--- src/sv/assert_macros.svh ---
// ----------------------------------------------------------------------------
// assert_macros
// shared concurrent assertion macros, clocked on clk, disabled in reset
// ----------------------------------------------------------------------------
`ifndef ASSERT_MACROS_SVH
`define ASSERT_MACROS_SVH

// condition holds in the same cycle
`define ASSERT_ALWAYS(lbl, cond, msg) \
  lbl: assert property (@(posedge clk) disable iff (!rst_n) (cond)) else $error(msg);

// antecedent implies consequent in the same cycle
`define ASSERT_IMPL(lbl, ante, cons, msg) \
  lbl: assert property (@(posedge clk) disable iff (!rst_n) (ante) |-> (cons)) else $error(msg);

// antecedent implies consequent in the next cycle
`define ASSERT_NEXT(lbl, ante, cons, msg) \
  lbl: assert property (@(posedge clk) disable iff (!rst_n) (ante) |=> (cons)) else $error(msg);

`endif

--- src/sv/sve_pkg.sv ---
// ----------------------------------------------------------------------------
// sve_pkg
// types and constants for the signed variable-length integer encoder
// ----------------------------------------------------------------------------
package sve_pkg;

  localparam int VAL_W       = 64;
  localparam int BYTE_W      = 8;
  localparam int OFS_W       = 48;
  localparam int NB_W        = 4;
  localparam int FIFO_DEPTH  = 2;

  localparam logic [NB_W-1:0] MAX_PAYLOAD = 4'd8;

  // single-byte range
  localparam logic signed [VAL_W-1:0] SMALL_LO = -64'sd32;
  localparam logic signed [VAL_W-1:0] SMALL_HI = 64'sd127;

  // short forms: top byte ranges and prefix offsets
  localparam logic signed [BYTE_W-1:0] F1_LO  = -8'sd20;
  localparam logic signed [BYTE_W-1:0] F1_HI  = 8'sd19;
  localparam logic signed [BYTE_W-1:0] F1_OFS = 8'sd52;
  localparam logic signed [BYTE_W-1:0] F2_LO  = -8'sd16;
  localparam logic signed [BYTE_W-1:0] F2_HI  = 8'sd15;
  localparam logic signed [BYTE_W-1:0] F2_OFS = 8'sd88;
  localparam logic signed [BYTE_W-1:0] F3_LO  = -8'sd8;
  localparam logic signed [BYTE_W-1:0] F3_HI  = 8'sd7;
  localparam logic signed [BYTE_W-1:0] F3_OFS = 8'sd112;

  // len - 129 taken modulo 256
  localparam logic [BYTE_W-1:0] LEN_BIAS = 8'd127;

  // one classified word: prefix byte, then nbytes payload bytes of value
  // nbytes of zero means the prefix is the whole encoding
  typedef struct packed {
    logic [VAL_W-1:0]  value;
    logic [BYTE_W-1:0] prefix;
    logic [NB_W-1:0]   nbytes;
  } desc_t;

endpackage

--- src/sv/sve_front.sv ---
// ----------------------------------------------------------------------------
// sve_front
// accepts input words, finds the encoding form and registers a descriptor
// ----------------------------------------------------------------------------
module sve_front (
  input  logic                                clk,
  input  logic                                rst_n,
  input  logic                                in_push,
  output logic                                in_full,
  input  logic signed [sve_pkg::VAL_W-1:0]    in_value,
  output logic                                desc_vld,
  output sve_pkg::desc_t                      desc,
  input  logic                                desc_rdy
);
  import sve_pkg::*;

  logic  vld_r, vld_nxt;
  desc_t desc_r, desc_nxt;
  logic  accept;

  logic [VAL_W-1:0]         un;
  logic [2:0]               hb;
  logic [NB_W-1:0]          len;
  logic [5:0]               sh;
  logic signed [BYTE_W-1:0] top, sgn, fb1, fb2, fb3;
  logic                     one_byte, ok1, ok2, ok3;

  assign accept   = in_push && !in_full;
  assign in_full  = vld_r && !desc_rdy;
  assign desc_vld = vld_r;
  assign desc     = desc_r;

  always_comb begin
    un = in_value[VAL_W-1] ? ~in_value : in_value;
    hb = 3'd0;
    for (int k = 0; k < 8; k++) begin
      if (|un[8*k +: 8]) begin
        hb = 3'(k);
      end
    end
    // one more byte when the top magnitude bit lands on a sign position
    len = {1'b0, hb} + 4'd1 + {3'b000, un[{hb, 3'b111}]};
    sh  = {3'(len - 4'd1), 3'b000};
    top = in_value[sh +: 8];
    sgn = {BYTE_W{in_value[VAL_W-1]}};

    one_byte = (in_value <= SMALL_HI) && (in_value >= SMALL_LO);

    fb1 = (len == 4'd1) ? sgn : top;
    ok1 = (len <= 4'd2) && (fb1 >= F1_LO) && (fb1 <= F1_HI);
    fb2 = ((len <= 4'd2) && !ok1) ? sgn : fb1;
    ok2 = !ok1 && (len <= 4'd3) && (fb2 >= F2_LO) && (fb2 <= F2_HI);
    fb3 = (!ok1 && (len <= 4'd3) && !ok2) ? sgn : fb2;
    ok3 = !ok1 && !ok2 && (len <= 4'd4) && (fb3 >= F3_LO) && (fb3 <= F3_HI);

    desc_nxt.value = in_value;
    priority if (one_byte) begin
      desc_nxt.prefix = in_value[BYTE_W-1:0];
      desc_nxt.nbytes = 4'd0;
    end else if (ok1) begin
      desc_nxt.prefix = fb1 - F1_OFS;
      desc_nxt.nbytes = 4'd1;
    end else if (ok2) begin
      desc_nxt.prefix = fb2 - F2_OFS;
      desc_nxt.nbytes = 4'd2;
    end else if (ok3) begin
      desc_nxt.prefix = fb3 - F3_OFS;
      desc_nxt.nbytes = 4'd3;
    end else begin
      desc_nxt.prefix = {4'b0000, len} + LEN_BIAS;
      desc_nxt.nbytes = len;
    end
  end

  always_comb begin
    priority if (accept) begin
      vld_nxt = 1'b1;
    end else if (desc_rdy) begin
      vld_nxt = 1'b0;
    end else begin
      vld_nxt = vld_r;
    end
  end

  always_ff @(posedge clk) begin
    if (!rst_n) begin
      vld_r <= 1'b0;
    end else begin
      vld_r <= vld_nxt;
    end
  end

  always_ff @(posedge clk) begin
    if (accept) begin
      desc_r <= desc_nxt;
    end
  end

`include "assert_macros.svh"

  `ASSERT_IMPL(a_front_nbytes, vld_r, desc_r.nbytes <= MAX_PAYLOAD, "payload length out of range")

endmodule

--- src/sv/sve_fifo.sv ---
// ----------------------------------------------------------------------------
// sve_fifo
// short descriptor queue between front and back
// ----------------------------------------------------------------------------
module sve_fifo #(
  parameter int WIDTH = 8,
  parameter int DEPTH = 2
) (
  input  logic             clk,
  input  logic             rst_n,
  input  logic             push,
  output logic             full,
  input  logic [WIDTH-1:0] din,
  input  logic             pop,
  output logic             empty,
  output logic [WIDTH-1:0] dout
);
  localparam int PW = (DEPTH > 1) ? $clog2(DEPTH) : 1;
  localparam int CW = $clog2(DEPTH + 1);

  logic [WIDTH-1:0] mem_r [DEPTH];
  logic [PW-1:0]    wr_ptr_r, wr_ptr_nxt, rd_ptr_r, rd_ptr_nxt;
  logic [CW-1:0]    cnt_r, cnt_nxt;
  logic             push_ok, pop_ok;

  assign full    = (cnt_r == CW'(DEPTH));
  assign empty   = (cnt_r == '0);
  assign push_ok = push && !full;
  assign pop_ok  = pop && !empty;
  assign dout    = mem_r[rd_ptr_r];

  always_comb begin
    wr_ptr_nxt = wr_ptr_r;
    rd_ptr_nxt = rd_ptr_r;
    if (push_ok) begin
      wr_ptr_nxt = (wr_ptr_r == PW'(DEPTH - 1)) ? '0 : wr_ptr_r + PW'(1);
    end
    if (pop_ok) begin
      rd_ptr_nxt = (rd_ptr_r == PW'(DEPTH - 1)) ? '0 : rd_ptr_r + PW'(1);
    end
    unique case ({push_ok, pop_ok})
      2'b10:   cnt_nxt = cnt_r + CW'(1);
      2'b01:   cnt_nxt = cnt_r - CW'(1);
      default: cnt_nxt = cnt_r;
    endcase
  end

  always_ff @(posedge clk) begin
    if (!rst_n) begin
      wr_ptr_r <= '0;
      rd_ptr_r <= '0;
      cnt_r    <= '0;
    end else begin
      wr_ptr_r <= wr_ptr_nxt;
      rd_ptr_r <= rd_ptr_nxt;
      cnt_r    <= cnt_nxt;
    end
  end

  always_ff @(posedge clk) begin
    if (push_ok) begin
      mem_r[wr_ptr_r] <= din;
    end
  end

`include "assert_macros.svh"

  `ASSERT_ALWAYS(a_fifo_cnt, cnt_r <= CW'(DEPTH), "queue count beyond depth")
  `ASSERT_NEXT(a_fifo_grow, push_ok && !pop_ok, cnt_r == $past(cnt_r) + CW'(1), "queue count slip")

endmodule

--- src/sv/sve_back.sv ---
// ----------------------------------------------------------------------------
// sve_back
// serializes prefix and payload bytes into the output register
// ----------------------------------------------------------------------------
module sve_back (
  input  logic                          clk,
  input  logic                          rst_n,
  input  logic                          fifo_empty,
  input  sve_pkg::desc_t                fifo_dout,
  output logic                          fifo_pop,
  output logic                          out_empty,
  input  logic                          out_pop,
  output logic [sve_pkg::BYTE_W-1:0]    out_byte,
  output logic                          out_last,
  output logic [sve_pkg::OFS_W-1:0]     out_offset_after
);
  import sve_pkg::*;

  logic              busy_r, busy_nxt;
  logic [NB_W-1:0]   rem_r, rem_nxt;
  logic [VAL_W-1:0]  val_r;
  logic              out_vld_r, out_vld_nxt;
  logic [BYTE_W-1:0] out_byte_r, byte_nxt;
  logic              out_last_r, last_nxt;
  logic [OFS_W-1:0]  offset_r;
  logic              adv, emit, take;
  logic [2:0]        idx;

  assign adv              = !out_vld_r || out_pop;
  assign idx              = 3'(rem_r - 4'd1);
  assign fifo_pop         = take;
  assign out_empty        = !out_vld_r;
  assign out_byte         = out_byte_r;
  assign out_last         = out_last_r;
  assign out_offset_after = offset_r;

  always_comb begin
    emit     = 1'b0;
    take     = 1'b0;
    busy_nxt = busy_r;
    rem_nxt  = rem_r;
    byte_nxt = out_byte_r;
    last_nxt = out_last_r;
    if (adv) begin
      if (busy_r) begin
        emit     = 1'b1;
        byte_nxt = val_r[{idx, 3'b000} +: 8];
        last_nxt = (rem_r == 4'd1);
        rem_nxt  = rem_r - 4'd1;
        busy_nxt = (rem_r != 4'd1);
      end else if (!fifo_empty) begin
        emit     = 1'b1;
        take     = 1'b1;
        byte_nxt = fifo_dout.prefix;
        last_nxt = (fifo_dout.nbytes == 4'd0);
        rem_nxt  = fifo_dout.nbytes;
        busy_nxt = (fifo_dout.nbytes != 4'd0);
      end
    end
    out_vld_nxt = emit ? 1'b1 : (out_pop ? 1'b0 : out_vld_r);
  end

  always_ff @(posedge clk) begin
    if (!rst_n) begin
      busy_r    <= 1'b0;
      rem_r     <= '0;
      out_vld_r <= 1'b0;
      offset_r  <= '0;
    end else begin
      busy_r    <= busy_nxt;
      rem_r     <= rem_nxt;
      out_vld_r <= out_vld_nxt;
      if (emit) begin
        offset_r <= offset_r + OFS_W'(1);
      end
    end
  end

  always_ff @(posedge clk) begin
    if (take) begin
      val_r <= fifo_dout.value;
    end
    if (emit) begin
      out_byte_r <= byte_nxt;
      out_last_r <= last_nxt;
    end
  end

`include "assert_macros.svh"

  `ASSERT_IMPL(a_back_rem, busy_r, (rem_r != 4'd0) && (rem_r <= MAX_PAYLOAD), "bad byte count")
  `ASSERT_NEXT(a_back_last, adv && busy_r && (rem_r == 4'd1), out_last_r && !busy_r, "last flag missed")

endmodule

--- src/sv/signed_vlong_encoder_unit.sv ---
// path: front descriptor register, queue, output register; a value is 1 to 9 bytes
// throughput: the back serializer emits one byte per cycle unless out_pop stalls it
// the front takes one value per cycle unless in_full; bytes are prefix then payload
// reset: synchronous active-low rst_n empties front, queue and output, clears the offset
// ----------------------------------------------------------------------------
// signed_vlong_encoder_unit
// zero-compressed variable-length encoder for signed 64-bit words
// ----------------------------------------------------------------------------
module signed_vlong_encoder_unit #(
  parameter int FIFO_DEPTH = sve_pkg::FIFO_DEPTH
) (
  input  logic                               clk,
  input  logic                               rst_n,
  input  logic                               in_push,
  output logic                               in_full,
  input  logic signed [sve_pkg::VAL_W-1:0]   in_value,
  output logic                               out_empty,
  input  logic                               out_pop,
  output logic [sve_pkg::BYTE_W-1:0]         out_byte,
  output logic                               out_last,
  output logic [sve_pkg::OFS_W-1:0]          out_offset_after
);
  import sve_pkg::*;

  desc_t front_desc, fifo_dout;
  logic  front_vld, fifo_full, fifo_empty, fifo_pop;

  sve_front u_front (
    .clk      (clk),
    .rst_n    (rst_n),
    .in_push  (in_push),
    .in_full  (in_full),
    .in_value (in_value),
    .desc_vld (front_vld),
    .desc     (front_desc),
    .desc_rdy (!fifo_full)
  );

  sve_fifo #(
    .WIDTH ($bits(desc_t)),
    .DEPTH (FIFO_DEPTH)
  ) u_fifo (
    .clk   (clk),
    .rst_n (rst_n),
    .push  (front_vld),
    .full  (fifo_full),
    .din   (front_desc),
    .pop   (fifo_pop),
    .empty (fifo_empty),
    .dout  (fifo_dout)
  );

  sve_back u_back (
    .clk              (clk),
    .rst_n            (rst_n),
    .fifo_empty       (fifo_empty),
    .fifo_dout        (fifo_dout),
    .fifo_pop         (fifo_pop),
    .out_empty        (out_empty),
    .out_pop          (out_pop),
    .out_byte         (out_byte),
    .out_last         (out_last),
    .out_offset_after (out_offset_after)
  );

endmodule
--- config.mk ---
export PLATFORM = sky130hd
export DESIGN_NAME = signed_vlong_encoder_unit
export DESIGN_NICKNAME = d
export VERILOG_FILES = /design/src/sv/sve_pkg.sv /design/src/sv/sve_front.sv /design/src/sv/sve_fifo.sv /design/src/sv/sve_back.sv /design/src/sv/signed_vlong_encoder_unit.sv
export VERILOG_INCLUDE_DIRS = /design/src /design/src/sv
export SDC_FILE = /design/constraint.sdc
export NUM_CORES = 1
export LEC_CHECK = 0
export ABC_CLOCK_PERIOD_IN_PS = 12900
export BUFFER_PORTS_ARGS = -buffer_cell sky130_fd_sc_hd__buf_4
export CAP_MARGIN = 20
export CORE_MARGIN = 5
export CORE_UTILIZATION = 60
export CTS_CLUSTER_SIZE = 28
export DETAILED_ROUTE_END_ITERATION = 7
export PLACE_DENSITY_LB_ADDON = 0.15
export SLEW_MARGIN = 20
export SYNTH_ARGS = -nofsm -noshare
export SYNTH_HDL_FRONTEND = slang
export SYNTH_SLANG_ARGS = --single-unit
--- constraint.sdc ---
create_clock -name clk -period 12.9 [get_ports clk]
set_input_delay 2.58 -clock clk [delete_from_list [all_inputs] [get_ports clk]]
set_output_delay 2.58 -clock clk [all_outputs]
set_load 0.01 [all_outputs]
# Word-level counts from Yosys, hierarchy flattened

Memories as Yosys holds them, arrays and structs flattened. A register that Yosys moved wholly into a read port is not among the register bits.
Cells that the tools add are included.

Register bits: 208
Bits in latches: 0
Bits in writable memories: 152
ROM bits: 0
Input port bits: 68
Word-level logic and storage cells: 133
Memories kept: 1

Add/subtract/negate cells: 13
Multiply operators: 0
Div/mod/pow operators: 0
Magnitude comparators: 12
Equality and inequality tests: 8
Shift-type cells: 2
Mux-type cells: 41
Bitwise gates (word level): 1
Reductions and logical operators: 39

Memory list:

| memory       | words | width | rd ports | clocked after Yosys merged registers in | write ports | line           | source |
|---|---|---|---|---|---|---|---|
| u_fifo.mem_r | 2     | 76    | 1        | 1                                       | 1           | sve_fifo.sv:21 | `logic [WIDTH-1:0] mem_r [DEPTH];` |

Operators by type and width:

| kind                    | number |
|---|---|
| $shiftx A64 B7 Y8       | 2 |
| $ge A64 B6 Y1 const B   | 1 |
| $le A64 B8 Y1 const B   | 1 |
| $mux W64                | 1 |
| $not A64 Y64            | 1 |
| $reduce_or A8 Y1        | 7 |
| $add A48 B1 Y48 const B | 1 |
| $mux W12                | 4 |
| $mux W8                 | 5 |
| $mux W1                 | 21 |
| $logic_and A1 B1 Y1     | 16 |
| $sub A8 B8 Y8 const B   | 2 |
| $mux W3                 | 4 |
| $add A4 B7 Y8 const B   | 1 |
| $eq A4 B1 Y1 const B    | 2 |
| $ge A8 B4 Y1 const B    | 1 |
| $ge A8 B5 Y1 const B    | 1 |
| $ge A8 B6 Y1 const B    | 1 |
| $le A4 B2 Y1 const B    | 2 |
| $le A8 B4 Y1 const B    | 1 |
| $le A8 B5 Y1 const B    | 1 |
| $le A8 B6 Y1 const B    | 1 |
| $mux W4                 | 2 |
| $sub A8 B7 Y8 const B   | 1 |
| other kinds (26)        | 36 |

# Depth between registers and ports, before layout

Gate-level depths: netlist (run 1).

Word-level depth: 35
Depth in mapped cells: 41
Gate-level depth less buffers: 37

# Cells and area by module

From an unflattened synthesis (run 1), not the netlist that was laid out.

Cell total of the unflattened synthesis: 1157
Area, all modules: 16124.2 µm²

By module, submodules not included:

| module                    | instances | cells an instance | area an instance (µm²) |
|---|---|---|---|
| sve_fifo                  | 1         | 262               | 5706.7 |
| sve_back                  | 1         | 437               | 5373.9 |
| sve_front                 | 1         | 457               | 5039.8 |
| signed_vlong_encoder_unit | 1         | 1                 | 3.8 |

# Worst setup path after synthesis (run 1)

Ideal clock, no wire load.

Path kind: input to register
Start point: in in_value[63] (netlist bit)
End point: reg u_front.desc_r, in the netlist u_front.desc[4], data pin
Setup time: 0.263 ns
Arrival: 10.467 ns
Path slack: 2.170 ns
Stages on the path: 38
Cell sequence: buf_6 inv_2 ha_1 or4_1 o22ai_2 o21ai_1 nor2_1 nor2_1 a221o_1 a32oi_1 ha_1 inv_1 ha_1 inv_1 ha_1 buf_2 buf_1 mux4_2 [2 not listed] ha_1 nor3_1 a21oi_1 a22oi_1 o2111ai_2 or2_2 clkbuf_1 a21oi_1 a31o_2 inv_1 ha_1 nor2b_1 o311ai_0 a2bb2oi_1 o221ai_1 buf_2 mux2i_1 o22ai_1

RTL lines:

| what                 | line                            | source |
|---|---|---|
| start, declared      | signed_vlong_encoder_unit.sv:16 | `input logic signed [sve_pkg::VAL_W-1:0] in_value,` |
| end signal, assigned | sve_front.sv:95                 | `desc_r <= desc_nxt;` |
| end, declared        | sve_front.sv:18                 | `desc_t desc_r, desc_nxt;` |

==> flow_metrics.env, run 1 <==
export IMPL_status="completed"
export IMPL_area_growth_synth_to_final_pct=16.11
export IMPL_hold_path_startpoint="u_front.desc[71]"
export IMPL_ys_warn_count=0
export IMPL_grt_pass1_vias=9603
export IMPL_whs_path_depth=0
export IMPL_drt_iter0_markers=754
export IMPL_final_common_cell="edfxtp_1"
export IMPL_cts_made_buffers=38
export IMPL_reg2reg_slack_ns=9.61
export IMPL_leakage_nw=6.330
export IMPL_worstSetupEndpointType="register"
export IMPL_dpl_hpwl_mm=24.94
export IMPL_syn_area_sq_um=15590
export IMPL_syn_avg_cell_area_sq_um=14.68
export IMPL_worst_pin_slew_ns=1.069
export IMPL_r2r_start="u_back.busy_r"
export IMPL_slew_viol_final=0
export IMPL_die_x_um=171.2
export IMPL_cts_sinks=361
export IMPL_vias_per_cell=6.109
export IMPL_grt_antenna_before_repair=0
export IMPL_path_clk_slew_ns=0.06
export IMPL_cpMostUsedCell="ha_1"
export IMPL_relSlewSlack_pct=28.71
export IMPL_synth_net_count=1148
export IMPL_grt_first_pass_wirelength_mm=54.79
export IMPL_p_clk_share_pct=31.0
export IMPL_skew_ns=0.009880
export IMPL_worst_path_buf_inv=6
export IMPL_io_buffers=126
export IMPL_hp_class="register to register"
export IMPL_path_class="primary input to register"
export IMPL_wl_per_cell_um=23.02
export IMPL_grt_use_total_pct=24.62
export IMPL_hold_buffers=0
export IMPL_tns_ns=0
export IMPL_ant_nets=0
export IMPL_seq_area_frac_synth_pct=65.68
export IMPL_clockRootBuffer="clkbuf_16"
export IMPL_crit_required_ns=13.18
export IMPL_period_share_pct=87.81
export IMPL_r2r_end="u_back.out_offset_after[46]"
export IMPL_clk_path_buf_depth=3
export IMPL_routed_wl_mm=35.98
export IMPL_yosysTopAreaCell="edfxtp_1"
export IMPL_worstPathMaxFanout=20
export IMPL_fmax_mhz=88.28
export IMPL_ys_flop_type="edfxtp_1"
export IMPL_synth_area_top_cells="edfxtp_1 58%, dfxtp_1 7.7%, mux2_2 4.8%"
export IMPL_postCtsSetupBuffers=0
export IMPL_critPathTopFamily="compound AO/OA/AOI/OAI gates"
export IMPL_cts_htree_levels=2
export IMPL_grt_ovfl_total=0
export IMPL_syn_inst=1062
export IMPL_min_delay_worst_endpoint="u_fifo.mem_r[1][71]"
export IMPL_nFillCells=1769
export IMPL_setup_viol=0
export IMPL_dieArea_sq_um=29310
export IMPL_drc_errors=0
export IMPL_final_cell_mix="301 x edfxtp_1, 141 x buf_4, 66 x mux2_2"
export IMPL_critPathArrivalTime_ns=11.60
export IMPL_cp_depth=34
export IMPL_ctsResizeCount=0
export IMPL_period_needed_ns=11.33
export IMPL_ys_seq_elements=361
export IMPL_critical_path_max_stage_delay_ns=0.71
export IMPL_cts_tree="done"
export IMPL_ios=127
export IMPL_synthArstFlopShare_pct=0
export IMPL_die_h_um=171.2
export IMPL_r2r_cells=9
export IMPL_startpoint_type="primary input"
export IMPL_pwr_share_comb_pct=21.3
export IMPL_clock_latency_ns=0.53
export IMPL_power_density_nw_per_um2=183.6
export IMPL_synthDominantCellAreaShare_pct=57.97
export IMPL_place_gp_congestion=0.9718
export IMPL_layout_drive_gt1_share_pct=26.30
export IMPL_start_util_pct=60.34
export IMPL_final_hold_violation_count=0
export IMPL_intPower_w=0.002410
export IMPL_nets=1285
export IMPL_antenna_cells=0
export IMPL_final_area_sq_um=18100
export IMPL_switching_share_pct=27.50
export IMPL_p_sw_w=0.0009141
export IMPL_grt_max_degree=77
export IMPL_rows=59
export IMPL_rsz0062_at_grt="no"
export IMPL_crit_path_top_delay_cell="ha_1"
export IMPL_vias=9549
export IMPL_ir_worst_vdd_mv=0.1597
export IMPL_seqPwrFrac_pct=47.7
export IMPL_place_area_sq_um=16910
export IMPL_synth_edf_count=301
export IMPL_drv_cap=0
export IMPL_ys_types=73
export IMPL_dr_pass1_iters=5
export IMPL_core_area_sq_um=25840
[area by class of cell]
class | instances | area (sq um) | area share (%)
inverter | 23 | 86.33 | 0.4769
sequential | 361 | 10240 | 56.58
clock buffer | 49 | 1023 | 5.653
tap | 335 | 419.2 | 2.315
timing repair buffer | 141 | 1059 | 5.847
multi-input combinational | 634 | 5104 | 28.19
clock inverter | 20 | 168.9 | 0.9330
[routing by layer]
metal	vias up	GRT usage [%]	share of wire, %
met3	76	4.597	7.1
met1	4709	34.00	41
met4	0	8.612	3.7
li1	4386	-	-
met2	378	39.96	48
met5	-	0	0
[Yosys cell counts (3+ instances only)]
| master | n |
|---|---|
| nor2b_1 | 15 |
| mux2i_1 | 26 |
| and2_1 | 49 |
| a31oi_1 | 4 |
| nor3_2 | 6 |
| clkbuf_1 | 34 |
| a21boi_0 | 8 |
| edfxtp_1 | 301 |
| or2_2 | 5 |
| nand2b_1 | 3 |
| mux2_2 | 66 |
| and3_1 | 13 |
| a211oi_1 | 11 |
| nor3_1 | 21 |
| xnor2_1 | 46 |
| o21a_1 | 4 |
| and4_1 | 6 |
| nand4_1 | 26 |
| nand3_1 | 42 |
| o21ai_0 | 27 |
| mux4_2 | 32 |
| nor4_1 | 9 |
| inv_1 | 20 |
| nand2_1 | 43 |
| nor2_1 | 37 |
| a21o_1 | 4 |
| o22ai_1 | 7 |
| xor2_1 | 6 |
| ha_1 | 18 |
| or3_1 | 12 |
| buf_1 | 3 |
| buf_2 | 5 |
| a221oi_1 | 4 |
| dfxtp_1 | 60 |
| or4_1 | 7 |
| o211ai_1 | 6 |
| a21oi_1 | 23 |
[worst register-to-register path, stage by stage (launching register included)]
cell and delay (ns):
dfxtp_1 0.98, nor3_1 0.13, or2_2 0.39, inv_2 0.34
nand3_1 0.24, or2_2 0.40, nor2_1 0.29, nand2_1 0.13
xnor2_1 0.14, and2_1 0.15
[through the flow]
step	std cells	total power (W)	setup slack (ns)	utilization (%)	hold WS [ns]
floorplan	1062	0.002063	2.170	-	0.4215
global placement	1494	0.002303	1.324	65.45	0.4220
detailed placement	1494	0.002321	1.140	65.45	0.4290
CTS	1563	0.003355	1.639	70.07	0.4368
global route	1563	0.003470	0.9468	70.07	0.4536
finish	1563	0.003324	1.573	70.07	0.4423
[power by group through the flow]
stage | clock, W | combinational, W | sequential, W
final | 0.00103 | 0.000709 | 0.00158
after global routing | 0.00111 | 0.000760 | 0.00160
after CTS | 0.00105 | 0.000720 | 0.00159
after detailed placement | 0 | 0.000712 | 0.00161
after global placement | 0 | 0.000705 | 0.00160
after floorplan | 0 | 0.000467 | 0.00160
[flip-flops by register name, indices dropped and copies added (netlist names), 2 cells and up, named ones only]
signal,cells
u_back.out_byte,8
u_back.out_offset_after,48
u_back.rem_r,4
u_back.val_r,64
u_fifo.cnt_r,2
u_fifo.mem_r,152
u_front.desc,76
[cell families after synthesis]
kind of cell / Yosys count / synth area share [%]
AOI/OAI and AO/OA: 135 / 6.236
xor gates and xnor gates: 52 / 2.921
adders and majority gates: 18 / 1.445
buffers and inverters: 67 / 1.749
DFF: 361 / 65.68
muxes: 124 / 11.06
and+or+nand+nor: 305 / 10.91
[worst max path at each step]
stage | start | to | slack (ns)
global placement | in_value[63] | u_front.desc[11] | 1.32
finish | in_value[63] | u_front.desc[11] | 1.57
global route | in_value[63] | u_front.desc[11] | 0.95
floorplan | in_value[63] | u_front.desc[4] | 2.17
detailed placement | in_value[63] | u_front.desc[11] | 1.14
CTS | in_value[63] | u_front.desc[11] | 1.64
No activity file was read; power rests on OpenSTA's default activity.
==> run 2, diff against run 1 <==
Settings changed: CTS_BUF_LIST set to sky130_fd_sc_hd__clkbuf_4, PLACE_DENSITY set to 0.82, PLACE_DENSITY_LB_ADDON 0.15 to not set.
==> flow_metrics.env, run 2 (same netlist as run 1, synthesis figures left out) <==
export IMPL_grt_antenna_before_repair=1
export IMPL_die_x_um=171.2
export IMPL_cts_htree_levels=3
export IMPL_seqPwrFrac_pct=49.4
export IMPL_r2r_cells=9
export IMPL_startpoint_type="primary input"
export IMPL_crit_path_top_delay_cell="nor3_2"
export IMPL_grt_pass1_vias=10070
export IMPL_dpl_cell_count=1494
export IMPL_grt_first_pass_wirelength_mm=56.03
export IMPL_die_h_um=171.2
export IMPL_final_cell_mix="301 x edfxtp_1, 141 x buf_4, 120 x clkbuf_4"
export IMPL_p_clk_share_pct=29.0
export IMPL_relSlewSlack_pct=26.06
export IMPL_switching_share_pct=28.80
export IMPL_crit_required_ns=13.36
export IMPL_largest_reg_flops=152
export IMPL_clockRootBuffer="clkbuf_4"
export IMPL_hp_class="register to register"
export IMPL_critPathArrivalTime_ns=11.52
export IMPL_rsz0062_at_grt="no"
export IMPL_postCtsSetupBuffers=0
export IMPL_ctsResizeCount=0
export IMPL_p_sw_w=0.0009290
export IMPL_status="completed"
export IMPL_place_gp_congestion=0.9301
export IMPL_grt_use_total_pct=25.13
export IMPL_r2r_end="u_back.out_offset_after[40]"
export IMPL_ant_nets=0
export IMPL_power_density_nw_per_um2=178.7
export IMPL_io_buffers=126
export IMPL_final_hold_violation_count=0
export IMPL_vias_per_cell=6.075
export IMPL_hold_buffers=0
export IMPL_nets=1335
export IMPL_setup_viol=0
export IMPL_grt_ovfl_total=0
export IMPL_skew_ns=0.05140
export IMPL_intPower_w=0.002297
export IMPL_whs_path_depth=0
export IMPL_cts_sinks=361
export IMPL_r2r_start="u_back.busy_r"
export IMPL_drc_errors=0
export IMPL_rows=59
export IMPL_cts_tree="done"
export IMPL_slew_viol_final=0
export IMPL_utilization_pct=69.88
export IMPL_ir_worst_vdd_mv=0.1324
export IMPL_routed_wl_mm=36.68
export IMPL_regMostFlops="u_fifo.mem_r"
export IMPL_vias=10020
export IMPL_fin_cells=1650
export IMPL_tns_ns=0
export IMPL_nFillCells=1767
export IMPL_drv_cap=0
export IMPL_start_util_pct=60.34
export IMPL_dr_pass1_iters=5
export IMPL_clk_path_buf_depth=3
export IMPL_critical_path_max_stage_delay_ns=0.60
export IMPL_place_area_sq_um=16910
export IMPL_path_clk_slew_ns=0.07
export IMPL_wl_per_cell_um=22.23
export IMPL_drt_iter0_markers=944
export IMPL_ios=127
export IMPL_period_share_pct=85.68
export IMPL_path_class="primary input to register"
export IMPL_cpMostUsedCell="ha_1"
export IMPL_reg2reg_slack_ns=9.66
export IMPL_worstSetupEndpointType="register"
export IMPL_crit_path_start="in_value[63]"
export IMPL_worstPathMaxFanout=20
export IMPL_fmax_mhz=90.47
export IMPL_clock_latency_ns=0.72
export IMPL_worst_pin_slew_ns=1.109
export IMPL_pwr_share_comb_pct=21.6
export IMPL_final_common_cell="edfxtp_1"
export IMPL_cts_made_buffers=88
export IMPL_final_area_sq_um=18050
export IMPL_crit_end="u_front.desc[11]"
export IMPL_area_growth_synth_to_final_pct=15.80
export IMPL_dieArea_sq_um=29310
export IMPL_layout_drive_gt1_share_pct=30.67
export IMPL_leakage_nw=6.411
export IMPL_grt_max_degree=77
export IMPL_holdWs_ns=0.4095
export IMPL_period_needed_ns=11.05
export IMPL_core_area_sq_um=25840
export IMPL_dpl_hpwl_mm=24.95
## run 2: cell types whose count changed in the layout (fill, tap and decap cells not counted), sizes merged
cell and delta:
clkbuf +71, clkinv +15, bufinv +1, diode +1, inv -1
## run 2: area by class of cell
class	instances	area, sq um	share of cell area, %
inverter	23	86.33	0.4782
multi-input combinational	634	5110	28.30
clock inverter	35	234.0	1.296
antenna	1	2.502	0.01386
tap	335	419.2	2.322
sequential	361	10240	56.74
clock buffer	120	900.9	4.990
timing repair buffer	141	1059	5.863
## run 2: worst min-delay path by stage
stage	start	slack [ns]	endpoint
after floorplan	u_front.desc[0]	0.42	u_fifo.mem_r[0][0]
after global placement	u_front.desc[31]	0.42	u_fifo.mem_r[0][31]
after detailed placement	u_front.desc[44]	0.43	u_fifo.mem_r[0][44]
after CTS	u_front.desc[27]	0.40	u_fifo.mem_r[1][27]
after global routing	u_front.desc[27]	0.39	u_fifo.mem_r[1][27]
final	u_front.desc[27]	0.41	u_fifo.mem_r[0][27]
## run 2: power groups by stage
| stage | logic, W | clock network, W | registers, W |
|---|---|---|---|
| 2_1_floorplan | 0.000467 | 0 | 0.00160 |
| 3_3_place_gp | 0.000688 | 0 | 0.00160 |
| 3_5_place_dp | 0.000698 | 0 | 0.00162 |
| 4_1_cts | 0.000702 | 0.000957 | 0.00160 |
| 5_1_grt | 0.000749 | 0.00103 | 0.00161 |
| 6_report | 0.000696 | 0.000935 | 0.00159 |
## run 2: through the flow
stage          worst slack, ns  power (W)
4_1_cts                  1.779   0.003254
5_1_grt                  1.337   0.003388
2_1_floorplan            2.170   0.002063
3_5_place_dp            0.9890   0.002314
3_3_place_gp             1.269   0.002292
6_report                 1.847   0.003226
## run 2: critical path, delay by kind of cell
family	cells	cell delay, ns
muxes	1	0.27
adders and majority gates	6	1.59
buffers and inverters	4	0.68
and+or+nand+nor	11	3.32
AOI/OAI and AO/OA	12	3.02
## run 2: routing by layer
layer	part of all wire, %	wire length, um	global-route usage, %	vias up
met4	3.4	1231	10.54	0
met1	40	14840	34.03	4897
met5	0	0	0	-
li1	-	-	-	4559
met2	48	17600	39.84	482
met3	8.2	3015	5.723	86
